==> src/hdl/uint64_to_decimal_ascii_unit_defines.svh <==
// Assertion macros shared by the conversion unit.
`ifndef UINT64_TO_DECIMAL_ASCII_UNIT_DEFINES_SVH
`define UINT64_TO_DECIMAL_ASCII_UNIT_DEFINES_SVH

`ifndef SYNTHESIS
`define U64DA_ASSERT(lbl, clk, rst_n, prop) \
    lbl: assert property (@(posedge clk) disable iff (!rst_n) (prop)) \
        else $error("u64da assertion failed");
`define U64DA_ASSERT_NEXT(lbl, clk, rst_n, ante, cons) \
    lbl: assert property (@(posedge clk) disable iff (!rst_n) (ante) |=> (cons)) \
        else $error("u64da assertion failed");
`else
`define U64DA_ASSERT(lbl, clk, rst_n, prop)
`define U64DA_ASSERT_NEXT(lbl, clk, rst_n, ante, cons)
`endif

`endif

==> src/hdl/u64da_pkg.sv <==
package u64da_pkg;

    localparam int NUM_W         = 64;
    localparam int DIGITS        = 20;
    localparam int NIBBLE_W      = 4;
    localparam int BITS_PER_STEP = 4;
    localparam int CONV_STEPS    = NUM_W / BITS_PER_STEP;
    localparam int STEP_CNT_W    = $clog2(CONV_STEPS);
    localparam int IDX_W         = $clog2(DIGITS);
    localparam int CHAR_W        = 6;
    localparam int OUT_DATA_W    = 8;

    localparam logic [STEP_CNT_W-1:0] LAST_STEP = STEP_CNT_W'(CONV_STEPS - 1);
    // '0' is 6'b110000, so a digit 0..9 maps onto the low nibble
    localparam logic [CHAR_W-NIBBLE_W-1:0] CHAR_PREFIX = 2'b11;

    typedef enum logic [1:0] {
        ST_IDLE,
        ST_CONV,
        ST_SIZE,
        ST_EMIT
    } u64da_state_t;

    typedef struct packed {
        logic load;   // capture input item, clear digit register
        logic step;   // one shift-add-3 step
        logic size;   // find most significant digit
        logic emit;   // move one digit into the output register
    } u64da_cmd_t;

    typedef struct packed {
        logic idx_zero;  // digit pointer on the least significant digit
        logic out_free;  // output register can take a digit this cycle
    } u64da_status_t;

endpackage

==> src/hdl/uint64_to_decimal_ascii_unit.sv <==
// Unsigned 64-bit to decimal ASCII converter. Each item on the slave stream
// is one 64-bit value; the master stream returns its decimal text, one
// character per item, most significant digit first, no leading zeros, with
// tlast on the final digit (zero gives the single character '0', the largest
// value 20 characters). The value is turned into 20 BCD digits by a
// shift-add-3 unit that consumes 4 bits per cycle; the leading digit is
// then located in a separate step, and the digits leave at one per cycle
// while the master stream takes them. The input is held until the last
// digit has moved into the output register. That last character sits in
// an output register, so the next value is accepted while it still waits
// for tready.
module uint64_to_decimal_ascii_unit
    import u64da_pkg::*;
(
    input  logic                  clk,
    input  logic                  rst_n,
    input  logic                  s_axis_tvalid,
    output logic                  s_axis_tready,
    input  logic [NUM_W-1:0]      s_axis_tdata,   // [63:0] number
    output logic                  m_axis_tvalid,
    input  logic                  m_axis_tready,
    output logic [OUT_DATA_W-1:0] m_axis_tdata,   // [5:0] digit_char, [7:6] zero
    output logic                  m_axis_tlast    // last_digit
);

    u64da_cmd_t         cmd;
    u64da_status_t      status;
    logic [CHAR_W-1:0]  digit_char;

    u64da_ctrl u_ctrl (
        .clk      (clk),
        .rst_n    (rst_n),
        .in_valid (s_axis_tvalid),
        .in_ready (s_axis_tready),
        .status   (status),
        .cmd      (cmd)
    );

    u64da_dpath u_dpath (
        .clk        (clk),
        .rst_n      (rst_n),
        .number     (s_axis_tdata),
        .cmd        (cmd),
        .status     (status),
        .out_ready  (m_axis_tready),
        .out_valid  (m_axis_tvalid),
        .digit_char (digit_char),
        .last_digit (m_axis_tlast)
    );

    // pad the 6-bit character code to a whole byte
    assign m_axis_tdata = {{(OUT_DATA_W-CHAR_W){1'b0}}, digit_char};

endmodule

==> src/hdl/u64da_ctrl.sv <==
`include "uint64_to_decimal_ascii_unit_defines.svh"

module u64da_ctrl
    import u64da_pkg::*;
(
    input  logic          clk,
    input  logic          rst_n,
    input  logic          in_valid,
    output logic          in_ready,
    input  u64da_status_t status,
    output u64da_cmd_t    cmd
);

    u64da_state_t            state_reg, state_next;
    logic [STEP_CNT_W-1:0]   cnt_reg, cnt_next;

    always_ff @(posedge clk or negedge rst_n)
    begin
        if (!rst_n)
        begin
            state_reg <= ST_IDLE;
            cnt_reg   <= '0;
        end
        else
        begin
            state_reg <= state_next;
            cnt_reg   <= cnt_next;
        end
    end

    // next state
    always_comb
    begin
        state_next = state_reg;
        cnt_next   = cnt_reg;
        case (state_reg)
            ST_IDLE:
            begin
                cnt_next = '0;
                if (in_valid)
                begin
                    state_next = ST_CONV;
                end
            end
            ST_CONV:
            begin
                cnt_next = cnt_reg + 1'b1;
                if (cnt_reg == LAST_STEP)
                begin
                    state_next = ST_SIZE;
                end
            end
            ST_SIZE:
            begin
                state_next = ST_EMIT;
            end
            ST_EMIT:
            begin
                if (status.out_free && status.idx_zero)
                begin
                    state_next = ST_IDLE;
                end
            end
            default:
            begin
                state_next = ST_IDLE;
            end
        endcase
    end

    // outputs
    always_comb
    begin
        cmd      = '0;
        in_ready = 1'b0;
        case (state_reg)
            ST_IDLE:
            begin
                in_ready = 1'b1;
                cmd.load = in_valid;
            end
            ST_CONV:
            begin
                cmd.step = 1'b1;
            end
            ST_SIZE:
            begin
                cmd.size = 1'b1;
            end
            ST_EMIT:
            begin
                cmd.emit = status.out_free;
            end
            default:
            begin
                cmd = '0;
            end
        endcase
    end

    `U64DA_ASSERT_NEXT(a_conv_starts_at_zero, clk, rst_n,
        cmd.load, (state_reg == ST_CONV) && (cnt_reg == '0))
    `U64DA_ASSERT_NEXT(a_conv_then_size, clk, rst_n,
        (state_reg == ST_CONV) && (cnt_reg == LAST_STEP), state_reg == ST_SIZE)
    `U64DA_ASSERT_NEXT(a_last_emit_ends_run, clk, rst_n,
        cmd.emit && status.idx_zero, state_reg == ST_IDLE)

endmodule

==> src/hdl/u64da_dpath.sv <==
`include "uint64_to_decimal_ascii_unit_defines.svh"

module u64da_dpath
    import u64da_pkg::*;
(
    input  logic                  clk,
    input  logic                  rst_n,
    input  logic [NUM_W-1:0]      number,
    input  u64da_cmd_t            cmd,
    output u64da_status_t         status,
    input  logic                  out_ready,
    output logic                  out_valid,
    output logic [CHAR_W-1:0]     digit_char,
    output logic                  last_digit
);

    localparam int WORK_W = DIGITS * NIBBLE_W + NUM_W;

    logic [NUM_W-1:0]                bin_reg;
    logic [DIGITS-1:0][NIBBLE_W-1:0] bcd_reg;
    logic [IDX_W-1:0]                idx_reg, idx_next;
    logic                            out_valid_reg;
    logic [CHAR_W-1:0]               out_char_reg;
    logic                            out_last_reg;
    logic [WORK_W-1:0]               work;
    logic [IDX_W-1:0]                msd;

    // shift-add-3 over BITS_PER_STEP input bits
    always_comb
    begin
        work = {bcd_reg, bin_reg};
        for (int s = 0; s < BITS_PER_STEP; s++)
        begin
            for (int d = 0; d < DIGITS; d++)
            begin
                if (work[NUM_W + d*NIBBLE_W +: NIBBLE_W] >= NIBBLE_W'(5))
                begin
                    work[NUM_W + d*NIBBLE_W +: NIBBLE_W] =
                        work[NUM_W + d*NIBBLE_W +: NIBBLE_W] + NIBBLE_W'(3);
                end
            end
            work = work << 1;
        end
    end

    // highest nonzero digit; zero value keeps a single digit
    always_comb
    begin
        msd = '0;
        for (int d = 0; d < DIGITS; d++)
        begin
            if (bcd_reg[d] != '0)
            begin
                msd = IDX_W'(d);
            end
        end
    end

    always_comb
    begin
        idx_next = idx_reg;
        if (cmd.size)
        begin
            idx_next = msd;
        end
        else if (cmd.emit && (idx_reg != '0))
        begin
            idx_next = idx_reg - 1'b1;
        end
    end

    always_ff @(posedge clk)
    begin
        if (cmd.load)
        begin
            bin_reg <= number;
            bcd_reg <= '0;
        end
        else if (cmd.step)
        begin
            {bcd_reg, bin_reg} <= work;
        end
        idx_reg <= idx_next;
        if (cmd.emit)
        begin
            out_char_reg <= {CHAR_PREFIX, bcd_reg[idx_reg]};
            out_last_reg <= (idx_reg == '0);
        end
    end

    always_ff @(posedge clk or negedge rst_n)
    begin
        if (!rst_n)
        begin
            out_valid_reg <= 1'b0;
        end
        else if (cmd.emit)
        begin
            out_valid_reg <= 1'b1;
        end
        else if (out_ready)
        begin
            out_valid_reg <= 1'b0;
        end
    end

    assign status.idx_zero = (idx_reg == '0);
    assign status.out_free = !out_valid_reg || out_ready;
    assign out_valid       = out_valid_reg;
    assign digit_char      = out_char_reg;
    assign last_digit      = out_last_reg;

    `U64DA_ASSERT(a_digit_is_decimal, clk, rst_n,
        !out_valid_reg || (out_char_reg[NIBBLE_W-1:0] <= NIBBLE_W'(9)))
    `U64DA_ASSERT_NEXT(a_msd_nonzero, clk, rst_n,
        cmd.size, (idx_reg == '0) || (bcd_reg[idx_reg] != '0))
    `U64DA_ASSERT(a_emit_needs_free_slot, clk, rst_n,
        !cmd.emit || status.out_free)

endmodule
==> config.mk <==
export PLATFORM = sky130hd
export DESIGN_NAME = uint64_to_decimal_ascii_unit
export DESIGN_NICKNAME = d
export VERILOG_FILES = /design/src/hdl/u64da_pkg.sv /design/src/hdl/uint64_to_decimal_ascii_unit.sv /design/src/hdl/u64da_ctrl.sv /design/src/hdl/u64da_dpath.sv
export VERILOG_INCLUDE_DIRS = /design/src /design/src/hdl
export SDC_FILE = /design/constraint.sdc
export NUM_CORES = 1
export LEC_CHECK = 0
export BUFFER_PORTS_ARGS = -buffer_cell sky130_fd_sc_hd__buf_2
export CAP_MARGIN = 0
export CORE_ASPECT_RATIO = 1.1
export CORE_MARGIN = 4
export CORE_UTILIZATION = 58
export DETAILED_ROUTE_END_ITERATION = 16
export PLACE_DENSITY = 0.76
export SLEW_MARGIN = 25
export SYNTH_ARGS = -nofsm -noshare
export SYNTH_HDL_FRONTEND = slang
export SYNTH_SLANG_ARGS = --single-unit
==> constraint.sdc <==
create_clock -name clk -period 6.4 [get_ports clk]
set_clock_uncertainty 0.15 [all_clocks]
set_input_delay 0.32 -clock clk [delete_from_list [all_inputs] [get_ports clk]]
set_output_delay 0.32 -clock clk [all_outputs]
set_load 0.005 [all_outputs]
## After elaboration in Yosys (flattened, before gate mapping)

Index checks and enable logic that the tools add are counted.

- Memories: 0
- Bits of input ports: 68
- Latch bits: 0
- Memory bits (writable): 0
- Register bits after elaboration: 161
- Bits in read-only memories: 0
- Output and inout bits: 11

- Bitwise gates (word level): 0
- $add $sub $neg: 82
- Magnitude comparators: 81
- Equality and inequality tests: 7
- Shift-type cells: 0
- Reduce and logical (&&, ||, !) cells: 31
- Multipliers: 0
- Div/mod/pow operators: 0
- Mux-type cells: 117

Operators with widths:

| cell | count |
|---|---|
| $mux 4 | 85 |
| $ge 4x3->1 const B | 80 |
| $add 4x2->4 const B | 76 |
| $mux 64 | 2 |
| $reduce_bool 4->1 | 19 |
| $mux 5 | 6 |
| $mux 3 | 8 |
| $bmux 4 s5 | 1 |
| $add 3x2->3 const B | 4 |
| $mux 2 | 5 |
| $mux 1 | 8 |
| $pmux 2 s4 | 1 |
| $pmux 4 s2 | 1 |
| $reduce_bool 2->1 | 4 |
| $lt 5x6->1 const B | 1 |
| $logic_not 5->1 | 1 |
| $reduce_bool 5->1 | 1 |
| $sub 5x1->5 const B | 1 |
| $add 4x1->4 const B | 1 |
| $eq 2x2->1 const B | 2 |
| $eq 4x4->1 const B | 1 |
| $ne 2x1->1 const B | 2 |
| $reduce_and 3->1 | 1 |
| $eq 2x1->1 const B | 1 |
| 5 further kinds | 6 |

## Depth between registers and ports, before layout

- Depth in word-level cells: 21
- Gate-level depth with buffers: 23

## Modules after synthesis

Synthesis repeated with hierarchy kept, for this count alone.

- Cell total of the unflattened synthesis: 1942
- Area total of the unflattened synthesis: 16422.0 um^2

By module, submodules not included:

| module | area an instance (um^2) | cells an instance | times used | sequential area each (um^2) |
|---|---|---|---|---|
| u64da_dpath | 16051.6 | 1909 | 1 | 3848.7 |
| u64da_ctrl | 351.6 | 30 | 1 | 150.1 |
| uint64_to_decimal_ascii_unit | 18.8 | 3 | 1 | 0.0 |

## Worst setup path after synthesis

Ideal clock, no wire load.

- Path kind: flip-flop to flip-flop
- Start: register u_dpath.bcd_reg[77] (netlist name)
- End: register u_dpath.bcd_reg[77] (netlist name)
- Stages on the path, launching flop included: 22
- Slack: 2.328 ns
- Arrival time: 3.731 ns
- Period minus slack after synthesis: 4.072 ns
- Cells stage by stage: dfxtp_1 inv_1 ha_1 nand2b_1 a21oi_1 xnor2_1 ha_1 nand2b_1 a21boi_1 xnor2_1 inv_1 ha_1 nor2b_1 or2_2 a22oi_1 o22ai_1 xor2_1 ha_1 nor2b_1 o21ai_0 xnor2_1 o22ai_1

- Word-level cells in the longest chain between the ends: 8
- Elaborated cells on any way between the ends: 11
- Those cells by class: add/sub (3); order compare (4); mux (4)

Ends and longest elaborated chain:

| what | line | source |
|---|---|---|
| from (decl) | u64da_dpath.sv:20 | `logic [DIGITS-1:0][NIBBLE_W-1:0] bcd_reg;` |
| from (signal assigned) | u64da_dpath.sv:81 | `{bcd_reg, bin_reg} <= work;` |
| $ge 4x3->1 or $add 3x2->3 (tied branches) | u64da_dpath.sv:36, u64da_dpath.sv:39 |  |
| $mux 3 (*) | u64da_dpath.sv:36 | `if (work[NUM_W + d*NIBBLE_W +: NIBBLE_W] >= NIBBLE_W'(5))` |
| $ge 4x3->1 or $add 3x2->3 (tied branches) | u64da_dpath.sv:36, u64da_dpath.sv:39 |  |
| $mux 3 (*) | u64da_dpath.sv:36 |  |
| $ge 4x3->1 or $add 3x2->3 (tied branches) | u64da_dpath.sv:36, u64da_dpath.sv:39 |  |
| $mux 3 (*) | u64da_dpath.sv:36 |  |
| $ge 4x3->1 (*) | u64da_dpath.sv:36 |  |
| $mux 3 (*) | u64da_dpath.sv:36 |  |

Mark *: on every way between the ends. The rest lies on a longest branch, timed or not.
A chain may end at the register's enable or synchronous reset.

## Worst setup path after layout

- Start: register u_dpath.bcd_reg[76] (netlist name)
- End: register u_dpath.bcd_reg[78] (netlist name)

- Word-level cells in the longest chain between the ends: 8
- Elaborated cells on any way between the ends: 12
- Those cells by class: add/sub (4); order compare (4); mux (4)

Ends and longest elaborated chain:

| what | line |
|---|---|
| $ge 4x3->1 or $add 3x2->3 (tied branches) | u64da_dpath.sv:36, u64da_dpath.sv:39 |
| $mux 3 (*) | u64da_dpath.sv:36 |
| $ge 4x3->1 or $add 3x2->3 (tied branches) | u64da_dpath.sv:36, u64da_dpath.sv:39 |
| $mux 3 (*) | u64da_dpath.sv:36 |
| $ge 4x3->1 or $add 3x2->3 (tied branches) | u64da_dpath.sv:36, u64da_dpath.sv:39 |
| $mux 3 (*) | u64da_dpath.sv:36 |
| $ge 4x3->1 or $add 3x2->3 (tied branches) | u64da_dpath.sv:36, u64da_dpath.sv:39 |
| $mux 3 (*) | u64da_dpath.sv:36 |

Marked as above.

==> flow_metrics.env <==
export IMPL_overflow_left_after_global_routing=0
export IMPL_timing_final_crit_period_ps=4746
export IMPL_cts_resized=0
export IMPL_pin_count=79
export IMPL_dpl_hpwl_mm=27.77
export IMPL_startpoint_type="flop"
export IMPL_cts_root_to_sink_buffers=2
export IMPL_clock_tree_from_tritoncts="built"
export IMPL_synth_seq_cells=161
export IMPL_post_cts_setup_buffers=0
export IMPL_synth_largest_area_cell="edfxtp_1"
export IMPL_ys_seq_area_share_pct=25.31
export IMPL_crit_type="reg -> reg"
export IMPL_setup_violations_final=0
export IMPL_critical_path_slowest_cell="dfxtp_1"
export IMPL_timing_hold_violations_final=0
export IMPL_die_height_um=181.1
export IMPL_placed_cell_area_sq_um=16400
export IMPL_drc=0
export IMPL_per_cell_routed_wire_length_um=16.25
export IMPL_globalplace_congestion=0.9137
export IMPL_die_footprint_sq_um=29950
export IMPL_ant_nets=0
export IMPL_synthArstFlopShare_pct=4.348
export IMPL_num_vias=14550
export IMPL_post_synth_num_cell_types=100
export IMPL_cp_required_ps=6560
export IMPL_insertion_delay_ps=440
export IMPL_synthDominantCellAreaShare_pct=14.06
export IMPL_critPathBufInv=2
export IMPL_place_ws_ps=1782
export IMPL_initial_utilization_pct=58.79
export IMPL_drt_initial_drc_count=1081
export IMPL_postSynthCellCount=1960
export IMPL_layout_nets=2232
export IMPL_maximum_number_of_pins_on_one_net_before_global_route_repair=94
export IMPL_max_slew_worst_pin_slew_ps=1119
export IMPL_totalNegativeSetupSlack_ps=0
export IMPL_areaGrowthSynthToFinish_pct=11.02
export IMPL_postLayoutCellArea_sq_um=17540
export IMPL_max_clock_freq_mhz=210.7
export IMPL_post_synth_cell_area_avg_sq_um=8.062
export IMPL_outcome="complete, no violations"
export IMPL_min_delay_path_class="in -> reg"
export IMPL_total_wire_length_mm=39.35
export IMPL_global_route_wire_length_before_repair_mm=65.52
export IMPL_rsz0062_at_grt="false"
export IMPL_register_to_register_setup_slack_ps=1650
export IMPL_setup_slack_ps=1654
export IMPL_drv_slew=0
export IMPL_route_detailed_vias_per_inst=6.012
export IMPL_critical_path_fanout_max=5
export IMPL_cts_clk_slew_worst_paths_ps=70
export IMPL_critical_path_most_common_cell="ha_1"
export IMPL_synth_yosys_warnings=0
export IMPL_max_cap_violations=0
export IMPL_cts_buffers_inserted=17
export IMPL_drive_above_1_share_pct=13.38
export IMPL_placeableCoreArea_sq_um=26880
export IMPL_dieWidth_um=165.4
export IMPL_worstPathArrival_ps=4910
export IMPL_grt_pass1_vias=13940
export IMPL_cp_cell_sequence="inv_1 -> ha_1 -> nand2b_1 -> a21oi_1 -> xnor2_1 -> ha_1 -> nand2b_1 -> a21boi_1 -> xnor2_1 -> inv_1 -> ha_1 -> nor2b_1 -> or2_2 -> a22oi_1 -> o22ai_1 -> xor2_1 -> ha_1 -> nor2b_1 -> o21ai_0 -> nand2b_1 -> a31oi_1 -> nor2_1"
export IMPL_port_buffers=74
export IMPL_slew_limit_headroom_pct=25.37
export IMPL_synth_edff_count=74
export IMPL_cp_end_kind="flop"
export IMPL_firstDrtPassIters=7
export IMPL_synth_cell_area_sq_um=15800
export IMPL_clock_tree_htree_level_count=4
export IMPL_largest_register_ff_count=80
export IMPL_final_min_period_over_clock_period_pct=74.15
export IMPL_synth_top_cells_by_area="edfxtp_1, dfxtp_1, ha_1"
export IMPL_synth_main_ff_cell="dfxtp_1"
export IMPL_cell_family_contributing_the_most_delay_on_the_critical_path="compound AO/OA/AOI/OAI gates"
export IMPL_clk_root_buffer_cell="clkbuf_16"
export IMPL_worst_path_largest_cell_delay_ps=330
export IMPL_clock_sink_count=161
export IMPL_rows=63
export IMPL_number_of_antenna_violations_at_the_first_check_in_global_routing=0
export IMPL_grtUsageTotal_pct=26.24
[area by class of cell]
type	instances	area (sq um)
multi-input cells	1593	11000
fillers	2267	9336
flip-flops and latches	161	3999
repair buffers	136	974.7
inverters	141	530.5
well taps	357	446.7
clock buffers	18	429.2
clock inverters	14	165.2
diodes	1	2.502
[cells in the final DEF (no fill, tap or decap), types with 54 or more instances in the layout]
cell type / count
a21oi_1: 125
a31oi_1: 58
buf_2: 74
dfxtp_1: 80
dlygate4sd3_1: 54
edfxtp_1: 74
ha_1: 113
inv_1: 126
mux2i_1: 61
nand2_1: 305
nor2_1: 126
o21ai_0: 138
[cell families (layout without fill, tap and decap cells)]
| family | Yosys count | in the layout | synth area share, % |
|---|---|---|---|
| other | 2 | 5 | 0.04753 |
| AND/OR/NAND/NOR | 647 | 647 | 18.90 |
| XOR/XNOR | 68 | 68 | 4.553 |
| AO/OA/AOI/OAI | 644 | 644 | 27.51 |
| buffers and inverters | 208 | 309 | 5.274 |
| flip-flops | 161 | 161 | 25.31 |
| adder cells (fa/ha/maj) | 114 | 114 | 9.027 |
| multiplexers | 116 | 116 | 9.383 |
[metrics by stage]
| step | hold slack (ps) | utilization, % | instances |
|---|---|---|---|
| final | 9.276 | 65.27 | 2421 |
| after global routing | 22.17 | 65.26 | 2420 |
| after CTS | 0.1766 | 65.24 | 2420 |
| after detailed placement | 25.38 | 61.02 | 2334 |
| after global placement | 16.56 | 61.02 | 2334 |
| after floorplan | -125.6 | - | 1962 |
[routing by layer]
metal / vias up / GRT usage [%] / part of all wire [%]
met1: 6825 / 34.50 / 45
met4: 0 / 8.515 / 2.5
li1: 7306 / - / -
met2: 351 / 44.33 / 48
met3: 72 / 3.765 / 4.3
met5: - / 0 / 0
[worst reg2reg max path, stage by stage (launching register included)]
cell      delay [ps]
dfxtp_1          330
inv_1            100
ha_1             220
nand2b_1          70
a21oi_1          300
xnor2_1          270
ha_1             320
nand2b_1          90
a21boi_1         310
xnor2_1          190
inv_1             90
ha_1             220
nor2b_1          160
or2_2            270
a22oi_1          160
o22ai_1          150
xor2_1           220
ha_1             250
nor2b_1          140
o21ai_0          300
nand2b_1         110
a31oi_1          160
nor2_1            50
[worst paths after layout]
path / startpoint / end / cells past startpoint
worst max-delay path: u_dpath.bcd_reg[76] / u_dpath.bcd_reg[78] / 22
worst min-delay path: s_axis_tdata[13] / u_dpath.bin_reg[13] / 3
worst max register to register: u_dpath.bcd_reg[76] / u_dpath.bcd_reg[78] / 22
worst min register to register: u_dpath.bin_reg[60] / u_dpath.bcd_reg[0] / 2
max in group asynchronous: rst_n / u_ctrl.cnt_reg[3] / 2
min in group asynchronous: rst_n / u_dpath.out_valid / 2
[cells in the mapped netlist, types with 8 or more instances]
master,count
a31o_2,14
mux4_2,20
nor2_1,128
nand2_1,307
mux2_2,30
nor3_1,24
a21oi_1,125
nand2b_1,43
buf_4,8
a22o_1,9
a32o_1,11
o22ai_1,8
nand3b_1,8
and3_1,10
edfxtp_1,74
ha_1,114
inv_1,127
and2_1,18
clkbuf_1,37
o211ai_1,13
buf_2,17
xnor2_2,11
inv_2,12
or3_1,10
a31oi_1,58
o31ai_1,13
a211o_1,9
nor3b_1,23
a211oi_1,21
xor2_1,10
o21ai_0,138
a22oi_1,9
o21a_1,22
nand3_1,19
nor2b_1,30
o21bai_1,20
a21o_1,19
o21ai_1,43
a21oi_2,21
xnor2_1,43
mux2i_1,61
dfxtp_1,80
[what timing repair did]
action                                 CTS  global route
setup endpoints to repair                0             0
endpoints found under the hold margin   60             0
hold buffers                            54             0
Power is not shown: default switching activity piles up to over one toggle a cycle in this logic, so the estimate is an artifact.
